[src/rtl/core/spiadc_pkg.sv]
`timescale 1ns / 1ps
// ----------------------------------------------------------------------------
// SPI ADC reader package
// Shared constants, widths and the packed result type of the SPI ADC reader.
// ----------------------------------------------------------------------------
package spiadc_pkg;

    // frame layout
    localparam int FRAME_BITS   = 20;
    localparam int CAPTURE_BITS = 13;
    localparam int COMMAND_BITS = 5;

    // widths of the internal state
    localparam int BIT_IDX_W  = 5;
    localparam int DIV_W      = 10;
    localparam int HALF_W     = 11;
    localparam int CMD_IDX_W  = 3;

    // serial clock phase length limits
    localparam logic [HALF_W-1:0] HALF_MIN = HALF_W'(1);
    localparam logic [HALF_W-1:0] HALF_MAX = HALF_W'(1024);

    // first frame bit that goes into the capture register
    localparam logic [BIT_IDX_W-1:0] CAPTURE_FIRST = BIT_IDX_W'(FRAME_BITS - CAPTURE_BITS);
    localparam logic [BIT_IDX_W:0]   FRAME_LEN     = (BIT_IDX_W + 1)'(FRAME_BITS);
    localparam logic [BIT_IDX_W-1:0] CMD_LEN       = BIT_IDX_W'(COMMAND_BITS);
    localparam logic [CMD_IDX_W-1:0] CMD_TOP       = CMD_IDX_W'(COMMAND_BITS - 1);

    // stream widths
    localparam int IN_DATA_W  = 8;
    localparam int OUT_DATA_W = 24;

    // result transaction, lowest field in the lowest bit
    typedef struct packed {
        logic [5:0]                    pad;
        logic signed [CAPTURE_BITS-1:0] conversion_value;
        logic                          done_res;
        logic                          busy_res;
        logic                          mosi_level;
        logic                          serial_clock;
        logic                          chip_select_n;
    } result_t;

endpackage

[src/rtl/core/spi_adc_conversion_reader.sv]
`timescale 1ns / 1ps
// ----------------------------------------------------------------------------
// SPI ADC conversion reader
// SPI master that reads one conversion from a multichannel ADC, stepped by
// one tick per input transaction.
// ----------------------------------------------------------------------------
// Usage:
//   Each transaction on the s_ stream is one tick of pin timing. It carries a
//   start request, the channel, the differential flag and the sampled MISO
//   level. Each tick produces exactly one transaction on the m_ stream with
//   the pin levels to drive (chip select, serial clock, MOSI), busy and done
//   flags and, on the done tick, the 13-bit conversion value.
//   cfg_we/cfg_wdata set the ticks per clock phase (0 acts as 1, values
//   above 1024 act as 1024); write it only while the reader is idle.
//   An accepted tick shows up in the result register on the next clock.
//   Throughput is one tick per cycle while the receiver takes each result,
//   set by the single result register that holds the step logic output.
//   When the receiver stalls, the result register holds and s_tready drops
//   until the result is taken; no tick is lost or repeated.
//   Reset clears the frame state to idle, empties the result register and
//   sets the phase length to one tick.
// ----------------------------------------------------------------------------
module spi_adc_conversion_reader
    import spiadc_pkg::*;
(
    input  logic                  clk,
    input  logic                  rst_n,
    // ticks per clock phase
    input  logic                  cfg_we,
    input  logic [HALF_W-1:0]     cfg_wdata,
    // start_req, channel[2:0], differential, miso_level, zero pad
    input  logic                  s_tvalid,
    output logic                  s_tready,
    input  logic [IN_DATA_W-1:0]  s_tdata,
    // chip_select_n, serial_clock, mosi_level, busy_res, done_res,
    // conversion_value[12:0], zero pad
    output logic                  m_tvalid,
    input  logic                  m_tready,
    output logic [OUT_DATA_W-1:0] m_tdata
);

    // configuration and frame state
    logic [HALF_W-1:0]       half_reg;
    logic                    active_reg,   active_next;
    logic [BIT_IDX_W-1:0]    bit_idx_reg,  bit_idx_next;
    logic                    phase_reg,    phase_next;
    logic [DIV_W-1:0]        div_reg,      div_next;
    logic [COMMAND_BITS-1:0] cmd_reg,      cmd_next;
    logic [CAPTURE_BITS-1:0] cap_reg,      cap_next;
    logic                    signed_reg,   signed_next;

    // result register
    logic                    out_valid_reg;
    result_t                 out_reg,      out_next;

    // input fields
    logic                    start_req;
    logic [2:0]              channel;
    logic                    differential;
    logic                    miso_level;
    logic                    accept;

    // working values of the current tick
    logic                    starting;
    logic [BIT_IDX_W-1:0]    cur_idx;
    logic                    cur_phase;
    logic [DIV_W-1:0]        cur_div;
    logic [COMMAND_BITS-1:0] cur_cmd;
    logic [CAPTURE_BITS-1:0] cur_cap;
    logic                    cur_signed;
    logic [HALF_W-1:0]       phase_len;
    logic [DIV_W-1:0]        div_inc;
    logic                    phase_end;
    logic [BIT_IDX_W-1:0]    idx_inc;
    logic                    frame_end;
    logic                    mosi_bit;
    logic [CMD_IDX_W-1:0]    cmd_sel;

    assign start_req    = s_tdata[0];
    assign channel      = s_tdata[3:1];
    assign differential = s_tdata[4];
    assign miso_level   = s_tdata[5];

    // handshake: take a tick whenever the result register is free or drains
    assign s_tready = !out_valid_reg || m_tready;
    assign accept   = s_tvalid && s_tready;
    assign m_tvalid = out_valid_reg;
    assign m_tdata  = out_reg;

    // phase length with zero and overrange clamped
    always_comb
    begin
        if (half_reg == '0)
            phase_len = HALF_MIN;
        else if (half_reg > HALF_MAX)
            phase_len = HALF_MAX;
        else
            phase_len = half_reg;
    end

    // state seen by this tick: a start while idle begins a fresh frame
    always_comb
    begin
        starting = !active_reg && start_req;
        if (starting)
        begin
            cur_idx    = '0;
            cur_phase  = 1'b0;
            cur_div    = '0;
            cur_cap    = '0;
            cur_signed = differential;
            cur_cmd    = {1'b1, !differential, channel};
        end
        else
        begin
            cur_idx    = bit_idx_reg;
            cur_phase  = phase_reg;
            cur_div    = div_reg;
            cur_cap    = cap_reg;
            cur_signed = signed_reg;
            cur_cmd    = cmd_reg;
        end
    end

    // command bit on mosi, first bit most significant
    always_comb
    begin
        cmd_sel  = CMD_TOP - cur_idx[CMD_IDX_W-1:0];
        mosi_bit = (cur_idx < CMD_LEN) ? cur_cmd[cmd_sel] : 1'b0;
    end

    // divider and bit counter steps
    always_comb
    begin
        div_inc   = cur_div + DIV_W'(1);
        phase_end = (div_inc == '0) || ({1'b0, div_inc} >= phase_len);
        idx_inc   = cur_idx + BIT_IDX_W'(1);
        frame_end = phase_end && cur_phase &&
                    ((idx_inc == '0) || ({1'b0, idx_inc} >= FRAME_LEN));
    end

    // next frame state and result of this tick
    always_comb
    begin
        active_next = active_reg;
        bit_idx_next = bit_idx_reg;
        phase_next  = phase_reg;
        div_next    = div_reg;
        cmd_next    = cmd_reg;
        cap_next    = cap_reg;
        signed_next = signed_reg;

        out_next                  = '0;
        out_next.chip_select_n    = 1'b1;

        if (active_reg || start_req)
        begin
            cmd_next    = cur_cmd;
            signed_next = cur_signed;

            out_next.chip_select_n = 1'b0;
            out_next.serial_clock  = cur_phase;
            out_next.mosi_level    = mosi_bit;
            out_next.busy_res      = 1'b1;

            // sample miso on the first tick of a high phase, from the first capture bit on
            if (cur_phase && (cur_div == '0) && (cur_idx >= CAPTURE_FIRST))
                cap_next = {cur_cap[CAPTURE_BITS-2:0], miso_level};
            else
                cap_next = cur_cap;

            if (phase_end)
            begin
                div_next   = '0;
                phase_next = !cur_phase;
                bit_idx_next = cur_phase ? idx_inc : cur_idx;
            end
            else
            begin
                div_next     = div_inc;
                phase_next   = cur_phase;
                bit_idx_next = cur_idx;
            end

            active_next = 1'b1;
            if (frame_end)
            begin
                bit_idx_next      = '0;
                active_next       = 1'b0;
                out_next.done_res = 1'b1;
                out_next.conversion_value = cur_signed ? cap_next
                                                       : {1'b0, cap_next[CAPTURE_BITS-2:0]};
            end
        end
    end

    // configuration register
    always_ff @(posedge clk or negedge rst_n)
    begin
        if (!rst_n)
            half_reg <= HALF_MIN;
        else if (cfg_we)
            half_reg <= cfg_wdata;
    end

    // frame state advances once per accepted tick
    always_ff @(posedge clk or negedge rst_n)
    begin
        if (!rst_n)
        begin
            active_reg  <= 1'b0;
            bit_idx_reg <= '0;
            phase_reg   <= 1'b0;
            div_reg     <= '0;
            cmd_reg     <= '0;
            cap_reg     <= '0;
            signed_reg  <= 1'b0;
        end
        else if (accept)
        begin
            active_reg  <= active_next;
            bit_idx_reg <= bit_idx_next;
            phase_reg   <= phase_next;
            div_reg     <= div_next;
            cmd_reg     <= cmd_next;
            cap_reg     <= cap_next;
            signed_reg  <= signed_next;
        end
    end

    // result register valid flag
    always_ff @(posedge clk or negedge rst_n)
    begin
        if (!rst_n)
            out_valid_reg <= 1'b0;
        else if (accept)
            out_valid_reg <= 1'b1;
        else if (m_tready)
            out_valid_reg <= 1'b0;
    end

    // result register payload
    always_ff @(posedge clk)
    begin
        if (accept)
            out_reg <= out_next;
    end

    // idle leaves the counters parked at the start of a frame
    assert property (@(posedge clk) disable iff (!rst_n)
        !active_reg |-> (bit_idx_reg == '0) && !phase_reg && (div_reg == '0))
        else $error("idle with frame counters not parked");

    // chip select and busy are complementary in every result
    assert property (@(posedge clk) disable iff (!rst_n)
        out_valid_reg |-> (out_reg.chip_select_n == !out_reg.busy_res))
        else $error("chip select and busy disagree");

    // a value is reported only on the done tick
    assert property (@(posedge clk) disable iff (!rst_n)
        (out_valid_reg && !out_reg.done_res) |-> (out_reg.conversion_value == '0))
        else $error("conversion value outside done tick");

    // a done tick ends the frame
    assert property (@(posedge clk) disable iff (!rst_n)
        (accept && out_next.done_res) |=> !active_reg)
        else $error("frame still active after done");

    // the frame only starts from a request
    assert property (@(posedge clk) disable iff (!rst_n)
        (accept && !active_reg && !start_req) |=> !active_reg)
        else $error("frame started without request");

endmodule
[config.mk]
export PLATFORM = sky130hd
export DESIGN_NAME = spi_adc_conversion_reader
export DESIGN_NICKNAME = d
export VERILOG_FILES = /design/src/rtl/core/spiadc_pkg.sv /design/src/rtl/core/spi_adc_conversion_reader.sv
export SDC_FILE = /design/constraint.sdc
export NUM_CORES = 1
export LEC_CHECK = 0
export BUFFER_PORTS_ARGS = -buffer_cell sky130_fd_sc_hd__buf_2
export CORE_MARGIN = 2
export CORE_UTILIZATION = 55
export DETAILED_ROUTE_END_ITERATION = 12
export PLACE_DENSITY = 0.77
export SLEW_MARGIN = 20
export SYNTH_ARGS = -nofsm -noshare
export SYNTH_HDL_FRONTEND = slang
export SYNTH_SLANG_ARGS = --single-unit
[constraint.sdc]
create_clock -name clk -period 8.8 [get_ports clk]
set_input_delay 0.88 -clock clk [delete_from_list [all_inputs] [get_ports clk]]
set_output_delay 0.88 -clock clk [all_outputs]
set_load 0.01 [all_outputs]
==> results.py <==
metrics = {
    "run_status": {
        "status": "finished, final reports clean",
    },
    "routing": {
        "drc": 0,
        "routed.top_layer": "met4",
        "dr.pass1.iters": 4,
        "wirelength_um": 6560,
        "routedLengthMet1_um": 3090,
        "drt_iter0_drc": 163,
        "met3_length_um": 322,
        "via_count": 2588,
        "post_drt_wl_per_cell_um": 14.3,
        "ant_nets": 0,
        "detail_route.vias_per_cell": 5.64,
        "met2WireLength_um": 3040,
    },
    "pwr": {
        "p_per_area_nw_per_um2": 222,
        "p_int_mw": 0.621,
        "p_comb_share_pct": 24.7,
        "clkPwrFrac_pct": 31.9,
        "leakage_nw": 1.79,
        "pwr-share-seq_pct": 43.3,
        "p_sw_mw": 0.288,
        "sw_frac_of_total_pct": 31.7,
        "vdd_ir_drop_max_v": 0.000134,
    },
    "grt": {
        "antenna_found_initial": 0,
        "grtUsageTotal_pct": 19.5,
        "grt_pass1_vias": 2466,
        "grt_overflow": 0,
        "grt_max_degree": 49,
        "grt_pass1_wl_um": 11100,
    },
    "min_path": {
        "hold_class": "flip-flop to flip-flop",
    },
    "worst_setup_path": {
        "cp_common_cell": "ha_1",
        "arrival_ns": 5.39,
        "cp.required_ns": 9.04,
        "start_kind": "input pin",
        "cpMaxStageDelayCell": "or4_4",
        "worst-setup-path-type": "input pin to flip-flop",
        "cp_slowest_stage_delay_ns": 0.45,
        "cp_max_fo": 17,
        "path_cells": "buf_2 > nand2b_1 > nand2_1 > inv_1 > ha_1 > and3_1 > nand3_1 > xor2_1 > nor2_1 > ha_1 > and4_1 > o21ai_0 > o221a_2 > or4_4 > nand2_2 > ha_1 > and2_1 > o221ai_1 > o21a_1 > a21oi_1 > a31oi_1 > a211o_1",
        "worst_setup_path_end_kind": "flip-flop",
    },
    "yosys": {
        "async_reset_ff_share_pct": 72.7,
        "netlist.area_leader.share_pct": 32.1,
        "syn_inst": 341,
        "synth_ff_type": "dfrtp_1",
        "synth_compound_area_share_pct": 12.8,
        "ys_seq_area_share_pct": 47.6,
        "syn_avg_cell_area_um2": 10.7,
        "syn_area_um2": 3660,
        "yosys.area.top_type": "dfrtp_1",
        "synth_mux_area_share_pct": 9.29,
        "synth-seq-cells": 66,
        "synth-adder-area-share_pct": 5.46,
        "yosys_warnings": 0,
        "synth_simple_gate_area_share_pct": 16.8,
        "synth.area.top_cells": "dfrtp_1 32%, edfxtp_1 15%, ha_1 5.5%",
        "ys_types": 62,
        "synth-edff-count": 18,
        "synth_top_family_by_area": "simple AND/OR/NAND/NOR gates",
        "synth_xor_xnor_area_share_pct": 3.11,
    },
    "sta": {
        "final-setup-viol-count": 0,
        "worstMarginPinSlew_ns": 0.852,
        "finalSetupTns_ns": 0,
        "hold_viol_final": 0,
        "fin_crit_sh_pct": 58.5,
        "drv_slew": 0,
        "slew_headroom_pct": 42.7,
        "fin_crit_ns": 5.15,
        "rsz0062_at_grt": "false",
        "fin_skew_ns": 0.00691,
        "fmax_mhz": 194,
    },
    "placed_design": {
        "dpl_cell_area_um2": 3850,
        "dp.final_hpwl_um": 4550,
        "globalplace.congestion": 0.864,
        "io_buffers": 41,
    },
    "clock_network": {
        "cts.reportedPaths.clkPinSlew_ns": 0.08,
        "clk_latency_ns": 0.35,
        "numCtsBuffers": 9,
        "post_cts_resized": 0,
        "cts_tree": "yes",
        "postCtsSetupRepairBufs": 0,
        "htree_num_levels": 3,
        "clock_sinks": 66,
        "clk_path_buf_depth": 2,
        "hold_buffers": 0,
        "cts_root_buf": "clkbuf_8",
    },
    "finish": {
        "drive_gt1_share_pct": 24.6,
        "final_cell_mix": "47 x dfrtp_1, 40 x buf_2, 33 x nor2_1",
        "area_growth_pct": 11.6,
        "fin_area_um2": 4090,
        "largest_register_ffs": 18,
        "n_fill_cell": 508,
        "fin_nets": 417,
        "diodes": 0,
        "final_common_cell": "dfrtp_1",
    },
    "floorplanning": {
        "dieArea_um2": 7330,
        "rows": 29,
        "fp.dieH_um": 85.6,
        "coreArea_um2": 6390,
        "dieWidth_um": 85.6,
        "num_io_pins": 50,
        "initial_core_util_pct": 57.4,
    },
    "run": {
        "cap_violations": 0,
    },
}
worst max-delay path: cells and delay by family:
kind | cells | cell delay [ns]
buffers and inverters | 2 | 0.27
AND/OR/NAND/NOR | 9 | 1.97
XOR/XNOR | 1 | 0.23
adder cells (fa/ha/maj) | 3 | 0.73
AO/OA/AOI/OAI | 7 | 1.32
power groups by stage:
| stage | Clock, mW | Sequential (mW) | Combinational [mW] |
|---|---|---|---|
| 3_5_place_dp | 0 | 0.400 | 0.224 |
| 5_1_grt | 0.309 | 0.400 | 0.256 |
| 4_1_cts | 0.295 | 0.394 | 0.226 |
| 3_3_place_gp | 0 | 0.398 | 0.213 |
| 6_report | 0.291 | 0.394 | 0.225 |
| 2_1_floorplan | 0 | 0.384 | 0.183 |
per-stage QoR:
step           utilization, %  total power, mW  std cells  hold slack (ns)  setup WS, ns
6_report                 64.0            0.910        459            0.479          3.65
5_1_grt                  64.0            0.964        459            0.497          3.18
4_1_cts                  63.8            0.915        458            0.481          3.66
3_5_place_dp             60.3            0.624        442            0.462          3.32
3_3_place_gp             60.3            0.611        442            0.453          3.42
2_1_floorplan               -            0.567        346            0.436          3.95
logic make-up (layout without fill, tap and decap cells):
family                     count (synthesis)  after routing
AOI/OAI and AO/OA                         62             62
xor gates and xnor gates                  13             13
adders and majority gates                 16             16
buffers and inverters                     33             69
DFF                                       66             66
muxes                                     32             32
other                                      1              6
and+or+nand+nor                          118            118
per-layer routing:
metal	GRT usage [%]	vias to the layer above
met1	25.3	1232
met2	30.5	59
met5	0	-
li1	-	1283
met3	5.29	14
met4	9.09	0
Yosys cell counts, drive strengths merged, types with 5 or more instances:
master	count
or2	5
mux2	16
a22o	14
o21ai	7
nor2	33
clkbuf	9
o41ai	7
a21oi	11
mux2i	16
nand2	33
buf	14
nand3	6
xnor2	9
edfxtp	18
nand2b	15
inv	10
dfrtp	47
ha	16
final timing paths:
kind	startpoint	to	slack [ns]	depth (start not counted)
worst min-delay path	cmd_reg[4]$_DFFE_PN0P_	cmd_reg[4]$_DFFE_PN0P_	0.48	1
worst min register to register	cmd_reg[4]$_DFFE_PN0P_	cmd_reg[4]$_DFFE_PN0P_	0.48	1
min in group asynchronous	rst_n	m_tvalid$_DFFE_PN0P_	0.52	1
worst max register to register	active_reg$_DFFE_PN0P_	bit_idx_reg[3]$_DFFE_PN0P_	3.79	21
worst max-delay path	s_tdata[0]	bit_idx_reg[3]$_DFFE_PN0P_	3.65	22
max in group asynchronous	rst_n	cap_reg[0]$_DFFE_PN0P_	7.86	1
layout make-up:
| cell class | count | area [um2] | area share [%] |
|---|---|---|---|
| Multi-Input combinational cell | 247 | 1760 | 43.1 |
| Sequential cell | 66 | 1740 | 42.6 |
| Timing Repair Buffer | 43 | 226 | 5.54 |
| Clock buffer | 9 | 124 | 3.03 |
| Clock inverter | 7 | 100 | 2.45 |
| Tap cell | 77 | 96.3 | 2.36 |
| Inverter | 10 | 37.5 | 0.918 |
No activity file was read; power rests on OpenSTA's default activity.
